--- src/rtl/nvt_pkg.sv ---
`timescale 1ns / 1ps

package nvt_pkg;

    localparam int TABLE_DEPTH = 16;
    localparam int NAME_BYTES  = 8;
    localparam int KEY_W       = 64;
    localparam int VALUE_W     = 64;
    localparam int IDX_W       = (TABLE_DEPTH > 1) ? $clog2(TABLE_DEPTH) : 1;
    localparam int CNT_W       = $clog2(TABLE_DEPTH + 1);

    localparam logic FN_LOOKUP = 1'b0;
    localparam logic FN_ADD    = 1'b1;

    typedef enum logic [1:0] {
        ST_OK        = 2'd0,
        ST_FULL      = 2'd1,
        ST_NOT_FOUND = 2'd2
    } t_status;

    // name ends at its first zero byte and after NAME_BYTES bytes
    function automatic logic [KEY_W-1:0] canon_name(input logic [KEY_W-1:0] key);
        logic [KEY_W-1:0] out;
        logic             alive;
        out   = '0;
        alive = 1'b1;
        for (int b = 0; b < 8; b++) begin
            if (b >= NAME_BYTES || key[8*b +: 8] == 8'h00) begin
                alive = 1'b0;
            end
            if (alive) begin
                out[8*b +: 8] = key[8*b +: 8];
            end
        end
        return out;
    endfunction

endpackage

--- src/rtl/named_value_table_lookup_insert_core.sv ---
`timescale 1ns / 1ps

// named value table: linear search key/value store with one shared comparator
//
// command channel: present i_func, i_name_key and i_new_value with start; the
// command transfers at a clock edge where start is high and busy is low.
// i_func selects lookup or add/update. names are cut at the first zero byte.
// result channel: o_status and o_read_value are shown for one cycle with
// o_valid high; the receiver cannot hold them off.
// a search reads one stored name per cycle from the newest entry down, and
// busy stays high until the search hits or has compared every entry in
// use, so a command ends early on a hit. an add to a full table or a
// lookup/add on an empty table answers in the cycle after the transfer and
// leaves busy low.
// each stored name passes the registered table read port, then the name comparator.
// reset (synchronous, active low) empties the table; stored contents are not
// cleared, only the fill count.
module named_value_table_lookup_insert_core
    import nvt_pkg::*;
(
    input  logic               i_clk,
    input  logic               i_rst_n,
    input  logic               start,
    output logic               busy,
    input  logic               i_func,
    input  logic [KEY_W-1:0]   i_name_key,
    input  logic [VALUE_W-1:0] i_new_value,
    output logic               o_valid,
    output logic [1:0]         o_status,
    output logic [VALUE_W-1:0] o_read_value
);

    typedef enum logic {
        S_IDLE,
        S_SEARCH
    } t_state;

    t_state             r_state, n_state;
    logic [CNT_W-1:0]   r_count, n_count;
    logic [CNT_W-1:0]   r_left, n_left;
    logic [IDX_W-1:0]   r_addr, n_addr;
    logic               r_pend, n_pend;
    logic               r_func, n_func;
    logic [KEY_W-1:0]   r_key, n_key;
    logic [VALUE_W-1:0] r_val, n_val;
    logic               r_valid, n_valid;
    t_status            r_status, n_status;
    logic [VALUE_W-1:0] r_rdout, n_rdout;

    logic [KEY_W-1:0]   mem_names [TABLE_DEPTH];
    logic [VALUE_W-1:0] mem_vals  [TABLE_DEPTH];
    logic [KEY_W-1:0]   r_rd_name;
    logic [VALUE_W-1:0] r_rd_val;
    logic [IDX_W-1:0]   r_rd_idx;

    logic               we_name, we_val;
    logic [IDX_W-1:0]   wr_addr;
    logic [KEY_W-1:0]   wr_name;
    logic [VALUE_W-1:0] wr_val;

    logic               accept;
    logic [KEY_W-1:0]   in_key;
    logic [CNT_W-1:0]   count_m1;
    logic [IDX_W-1:0]   count_idx;

    assign accept    = start && (r_state == S_IDLE);
    assign in_key    = canon_name(i_name_key);
    assign count_m1  = r_count - CNT_W'(1);
    assign count_idx = r_count[IDX_W-1:0];

    always_comb begin
        n_state  = r_state;
        n_count  = r_count;
        n_left   = r_left;
        n_addr   = r_addr;
        n_pend   = r_pend;
        n_func   = r_func;
        n_key    = r_key;
        n_val    = r_val;
        n_valid  = 1'b0;
        n_status = r_status;
        n_rdout  = r_rdout;
        we_name  = 1'b0;
        we_val   = 1'b0;
        wr_addr  = count_idx;
        wr_name  = r_key;
        wr_val   = r_val;

        unique case (r_state)
            S_IDLE: begin
                if (accept) begin
                    n_func = i_func;
                    n_key  = in_key;
                    n_val  = i_new_value;
                    n_addr = count_m1[IDX_W-1:0];
                    n_left = r_count;
                    n_pend = 1'b0;
                    if (i_func == FN_ADD && r_count >= CNT_W'(TABLE_DEPTH)) begin
                        n_valid  = 1'b1;
                        n_status = ST_FULL;
                        n_rdout  = '0;
                    end else if (r_count == '0) begin
                        n_valid = 1'b1;
                        n_rdout = '0;
                        if (i_func == FN_LOOKUP) begin
                            n_status = ST_NOT_FOUND;
                        end else begin
                            n_status = ST_OK;
                            we_name  = 1'b1;
                            we_val   = 1'b1;
                            wr_name  = in_key;
                            wr_val   = i_new_value;
                            n_count  = r_count + CNT_W'(1);
                        end
                    end else begin
                        n_state = S_SEARCH;
                    end
                end
            end
            S_SEARCH: begin
                priority if (r_pend && r_rd_name == r_key) begin
                    // hit on the newest matching entry
                    n_valid  = 1'b1;
                    n_status = ST_OK;
                    n_state  = S_IDLE;
                    if (r_func == FN_LOOKUP) begin
                        n_rdout = r_rd_val;
                    end else begin
                        n_rdout = '0;
                        we_val  = 1'b1;
                        wr_addr = r_rd_idx;
                    end
                end else if (r_left != '0) begin
                    n_left = r_left - CNT_W'(1);
                    n_addr = r_addr - IDX_W'(1);
                    n_pend = 1'b1;
                end else begin
                    // every entry compared without a hit
                    n_valid = 1'b1;
                    n_rdout = '0;
                    n_state = S_IDLE;
                    if (r_func == FN_LOOKUP) begin
                        n_status = ST_NOT_FOUND;
                    end else begin
                        n_status = ST_OK;
                        we_name  = 1'b1;
                        we_val   = 1'b1;
                        n_count  = r_count + CNT_W'(1);
                    end
                end
            end
            default: n_state = S_IDLE;
        endcase
    end

    always_ff @(posedge i_clk) begin
        if (!i_rst_n) begin
            r_state  <= S_IDLE;
            r_count  <= '0;
            r_valid  <= 1'b0;
            r_pend   <= 1'b0;
            r_left   <= '0;
            r_status <= ST_OK;
        end else begin
            r_state  <= n_state;
            r_count  <= n_count;
            r_valid  <= n_valid;
            r_pend   <= n_pend;
            r_left   <= n_left;
            r_status <= n_status;
        end
        r_addr  <= n_addr;
        r_func  <= n_func;
        r_key   <= n_key;
        r_val   <= n_val;
        r_rdout <= n_rdout;
    end

    // table storage, one write and one registered read port
    always_ff @(posedge i_clk) begin
        if (we_name) begin
            mem_names[wr_addr] <= wr_name;
        end
        if (we_val) begin
            mem_vals[wr_addr] <= wr_val;
        end
        r_rd_name <= mem_names[r_addr];
        r_rd_val  <= mem_vals[r_addr];
        r_rd_idx  <= r_addr;
    end

    assign busy         = (r_state != S_IDLE);
    assign o_valid      = r_valid;
    assign o_status     = r_status;
    assign o_read_value = r_rdout;

endmodule
--- config.mk ---
export PLATFORM = sky130hd
export DESIGN_NAME = named_value_table_lookup_insert_core
export DESIGN_NICKNAME = d
export VERILOG_FILES = /design/src/rtl/nvt_pkg.sv /design/src/rtl/named_value_table_lookup_insert_core.sv
export SDC_FILE = /design/constraint.sdc
export NUM_CORES = 2
export LEC_CHECK = 0
export ABC_AREA = 1
export BUFFER_PORTS_ARGS = -buffer_cell sky130_fd_sc_hd__buf_4
export CAP_MARGIN = 20
export CORE_ASPECT_RATIO = 2
export CORE_MARGIN = 2
export CORE_UTILIZATION = 50
export DETAILED_ROUTE_END_ITERATION = 8
export HOLD_SLACK_MARGIN = 0.08
export PLACE_DENSITY_LB_ADDON = 0.12
export SYNTH_ARGS = -nofsm -noshare
export SYNTH_HDL_FRONTEND = slang
export SYNTH_SLANG_ARGS = --single-unit
--- constraint.sdc ---
create_clock -name i_clk -period 10.43 [get_ports i_clk]
set_clock_uncertainty 0.05 [all_clocks]
set_input_delay 3.129 -clock i_clk [delete_from_list [all_inputs] [get_ports i_clk]]
set_output_delay 3.129 -clock i_clk [all_outputs]
set_load 0.02 [all_outputs]
[Word-level counts from Yosys, hierarchy flattened]
Memories as Yosys holds them, arrays and structs flattened. A register that Yosys moved wholly into a read port is not among the register bits.
Cells that the tools add are included.
Cells by class
  add/subtract/negate cells: 4
  order comparisons: 1
  eq/ne operators: 11
  mux-type cells: 90
  bitwise logic cells: 1
  reductions and logical operators: 17
Operators by type and width (count)
  2-to-1 mux 64 bit: 16
  one-hot mux 64 bit (2 select lines): 1
  equality test 64 bit: 1
  logical NOT 8 bit: 8
  2-to-1 mux 8 bit: 8
  2-to-1 mux 5 bit: 10
  2-to-1 mux 1 bit: 33
  2-to-1 mux 4 bit: 6
  one-hot mux 5 bit (2 select lines): 2
  2-to-1 mux 2 bit: 7
  != test 2 bit, second input constant: 5
  one-hot mux 1 bit (2 select lines): 5
  one-hot mux 4 bit (2 select lines): 1
  subtractor 4 x 1 -> 4 bit, second input constant: 2
  AND reduction 7 bit: 1
  != test 2 x 1 -> 1 bit, second input constant: 3
  AND reduction 3 bit: 2
  adder 5 x 1 -> 5 bit, second input constant: 1
  greater-or-equal comparator 5 bit, second input constant: 1
  logical NOT 5 bit: 1
  nonzero test 5 bit: 1
  subtractor 5 x 1 -> 5 bit, second input constant: 1
  one-hot mux 2 bit (2 select lines): 1
  logical AND 1 bit: 3
  4 further kinds: 4
Storage, ports and cells
  register bits: 216
  bits in writable memories: 2048
  output and inout bits: 68
  logic and storage cells: 138
  memories kept: 2
Memory list
  mem_names: depth 16, width 64, rd ports 1, clocked after memory_dff 1, wr ports 1, RTL line named_value_table_lookup_insert_core.sv:50  | logic [KEY_W-1:0] mem_names [TABLE_DEPTH];
  mem_vals: depth 16, width 64, rd ports 1, clocked after memory_dff 1, wr ports 1, RTL line named_value_table_lookup_insert_core.sv:51  | logic [VALUE_W-1:0] mem_vals [TABLE_DEPTH];

[Logic depth before layout (Yosys ltp)]
  depth after elaboration: 15
  mapped depth: 15

[Worst setup path before layout]
Ideal clock, no wire load.
  kind: input to register
  start: input port start
  end: memory mem_names[15][0] (enable)
  library setup time: 0.486 ns
  data arrival time: 10.704 ns
  slack: -0.810 ns
  cell stages on the path: 9
  path buffers: 1
  path through: inv_1 > nor2_2 > inv_1 > nor3_4 > inv_2 > nand2_2 > clkinv_2 > buf_6 > nor2_1
On the way
  longest elaborated chain between the ends: 5
RTL lines
  start, declared: RTL line named_value_table_lookup_insert_core.sv:23  | input logic start,
  logical AND 1 bit: RTL line named_value_table_lookup_insert_core.sv:66  | assign accept = start && (r_state == S_IDLE);
  2-to-1 mux 1 bit: RTL line named_value_table_lookup_insert_core.sv:91  | if (accept) begin
  one-hot mux 1 bit (2 select lines): RTL line named_value_table_lookup_insert_core.sv:89  | unique case (r_state)
  2-to-1 mux 1 bit: RTL line named_value_table_lookup_insert_core.sv:181  | if (we_name) begin
  2-to-1 mux 1 bit (implied by the code): RTL line named_value_table_lookup_insert_core.sv:182  | mem_names[wr_addr] <= wr_name;
  end, declared: RTL line named_value_table_lookup_insert_core.sv:50
Every way passes these cells.

[Worst setup path in the final report]
  start: input port start
  end: memory mem_vals[9][10] (enable)
On the way
  longest elaborated chain between the ends: 5
RTL lines
  logical AND 1 bit: RTL line named_value_table_lookup_insert_core.sv:66
  2-to-1 mux 1 bit: RTL line named_value_table_lookup_insert_core.sv:91
  one-hot mux 1 bit (2 select lines): RTL line named_value_table_lookup_insert_core.sv:89
  2-to-1 mux 1 bit: RTL line named_value_table_lookup_insert_core.sv:184  | if (we_val) begin
  2-to-1 mux 1 bit (implied by the code): RTL line named_value_table_lookup_insert_core.sv:185  | mem_vals[wr_addr] <= wr_val;
  end, declared: RTL line named_value_table_lookup_insert_core.sv:51
Every way passes these cells.

==> flow_metrics.tcl <==
set metrics [dict create \
    insertion_delay_ns 0.88 \
    critPathMaxFanout 44 \
    slew_headroom_pct 16.7 \
    synth_ff_type "edfxtp_1" \
    overflow 0 \
    min_period_over_period_pct 63.9 \
    grt_antenna_before_repair 25 \
    vias_per_cell 6.00 \
    ys_top_cells_by_count "2,245 x edfxtp_1, 1,341 x nor2_1, 1,172 x o21ai_0, 676 x nand2_1, 371 x clkbuf_1" \
    cts_root_buf "clkbuf_16" \
    nets 7466 \
    wire_per_inst_um 27.1 \
    yosysWarnings 0 \
    ys_seq_area_share_pct 75.6 \
    finalSetupViolCount 0 \
    clock.fmax_mhz 150 \
    cp-start-kind "input port" \
    vias 59836 \
    period_needed_ns 6.66 \
    cts.sinks 2392 \
    dp_hpwl_um 147000 \
    cts_hold_buf 0 \
    drc 0 \
    io_pins 200 \
    fin_area_um2 104000 \
    dr.first_iter.drc_count 6257 \
    clk_pin_slew_ns 0.06 \
    die_x_um 309 \
    critPathRequiredTime_ns 10.83 \
    synth_cell_types 39 \
    cts_resized 0 \
    syn_inst 7237 \
    critPathLaunch "start" \
    hold_violations 0 \
    end_kind "register" \
    drive_gt1_share_pct 9.83 \
    clockBufferDepth 4 \
    crit_arrival_ns 7.06 \
    dpl_cell_area_um2 97300 \
    grt_pass1_vias 59554 \
    hp-class "reg2reg" \
    cts_tree "built" \
    yosysTopAreaCell "edfxtp_1" \
    worstSetupPathType "in2reg" \
    synth.most_common_cell "edfxtp_1" \
    cts_htree_levels 4 \
    ff2ff_path_depth 10 \
    cts_buffers 209 \
    ir_worst_vdd_uv 162 \
    fp-row-count 223 \
    drv_cap 0 \
    ant_nets 0 \
    grt_use_total_pct 28.3 \
    routed_wl_um 271000 \
    syn_area_per_cell_um2 12.9 \
    worst_r2r_startpoint "r_key[56]$_DFFE_PP_" \
    synth_seq_cells 2392 \
    async_flop_share_pct 0 \
    rrSetupSlack_ns 5.24 \
    place.port_buffers 199 \
    r2r_end "mem_vals[4][10]$_DFFE_PP_" \
    initial_core_util_pct 50.4 \
    synth_edf_count 2245 \
    core_area_um2 185000 \
    synth_top_area_share_pct 72.5 \
    rsz0062_at_grt "no" \
    leakagePower_nw 35.3 \
    die_y_um 614 \
    dr.pass1.iters 6 \
    syn_to_final_growth_pct 12.2 \
    endpoint "mem_vals[9][10]$_DFFE_PP_" \
    fp.dieArea_um2 190000 \
    maxSlewViolCount 0 \
    synth.net_count 7374 \
    syn_area_um2 93000 \
    tightest_slew_ns 1.24 \
    status "completed" \
    grt_max_degree 227 \
    synth_area_leaders "edfxtp_1 72%, o21ai_0 6.3%, nor2_1 5.4%, dfxtp_1 3.2%, nand2_1 2.7%" \
    postLayoutCoreUtil_pct 56.5 \
    grt_pass1_wl_um 393000 \
    p_per_area_nw_per_um2 219 \
    post_cts_buffers 0 \
    gp_congestion 0.874 \
    tns_ns 0 \
]
worst min path at each step:
stage                     cells after the start                              to  slack [ns]            startpoint
after floorplan                               0             r_rd_idx[0]$_DFF_P_        0.29   r_addr[0]$_DFFE_PP_
after global placement                        2  o_read_value[14]$_SDFFCE_PP0P_        0.46  r_rd_val[14]$_DFF_P_
after detailed placement                      2  o_read_value[12]$_SDFFCE_PP0P_        0.47  r_rd_val[12]$_DFF_P_
after CTS                                     2  o_read_value[42]$_SDFFCE_PP0P_        0.48  r_rd_val[42]$_DFF_P_
after global routing                          2  o_read_value[42]$_SDFFCE_PP0P_        0.49  r_rd_val[42]$_DFF_P_
final                                         2  o_read_value[42]$_SDFFCE_PP0P_        0.48  r_rd_val[42]$_DFF_P_
sequential cells by signal (all words and copies together) (netlist names):
| register | flops |
|---|---|
| o_status | 2 |
| r_val | 64 |
| o_valid | 1 |
| r_count | 5 |
| r_rd_name | 64 |
| r_key | 64 |
| r_rd_val | 64 |
| o_read_value | 64 |
| r_addr | 4 |
| r_func | 1 |
| r_left | 5 |
| mem_names | 1024 |
| r_pend | 1 |
| busy | 1 |
| r_rd_idx | 4 |
| mem_vals | 1024 |
routing by layer:
metal,vias up,GRT usage [%],wire length (um)
met5,-,0,218
met4,32,12.2,11900
met3,596,4.14,18600
met2,2379,48.8,137000
met1,30253,35.5,103000
li1,26576,-,-
metrics by stage:
stage	instances	hold slack (ns)	power (mW)	setup WS [ns]
6_report	9979	0.478	22.9	3.77
3_3_place_gp	9576	0.457	15.1	2.96
3_5_place_dp	9586	0.467	15.1	2.94
2_1_floorplan	7237	0.293	13.7	0.830
4_1_cts	9967	0.476	23.0	3.82
5_1_grt	9976	0.486	23.6	3.68
worst max-delay path, cell delays in order:
cell and delay (ns):
buf_4 0.15, inv_1 0.08, nor2_4 0.39, inv_1 0.18
nor3_4 0.35, buf_4 0.64, nor3b_4 0.08, buf_4 0.31
nor2_4 0.79, buf_4 0.85
power breakdown:
group          leakage [nW]  internal (mW)  switching, mW  total (mW)
Combinational          10.3          0.950           2.69        3.64
Sequential             21.7           11.1          0.207        11.3
Clock                  3.39           4.47           3.43        7.90
kinds of logic after synthesis:
family	share of synthesized area (%)
flops	75.6
buf+inv	3.28
xor+xnor	0.141
fa+ha+maj	0.0673
mux	0.140
simple gates	9.06
compound gates	11.7
final cells by class:
cell class / count / area [um2]
inverter: 308 / 1190
multi-input combinational: 4067 / 19900
clock inverter: 92 / 1000
clock buffer: 289 / 5930
fill: 14950 / 80400
tap: 2475 / 3100
sequential: 2392 / 70400
antenna: 5 / 12.5
timing repair buffer: 351 / 2870
cells in the final DEF, fill, tap and decap left out, drive strengths merged:
cell      count
diode         5
nor4         16
xnor2         9
o21ai      1224
o211ai       73
nor3          3
o21bai        2
nand2       681
ha            5
nor3b         1
xor2          6
dfxtp       147
mux2i        13
a211oi        1
clkinvlp     10
nand3        94
nor2       1354
nand4        16
inv         307
clkinv       63
clkbuf      290
edfxtp     2245
o221ai      242
and2          1
o22ai       310
buf         350
bufinv       20
a21oi        12
o32ai         4
(Power assumes the default switching activity.)
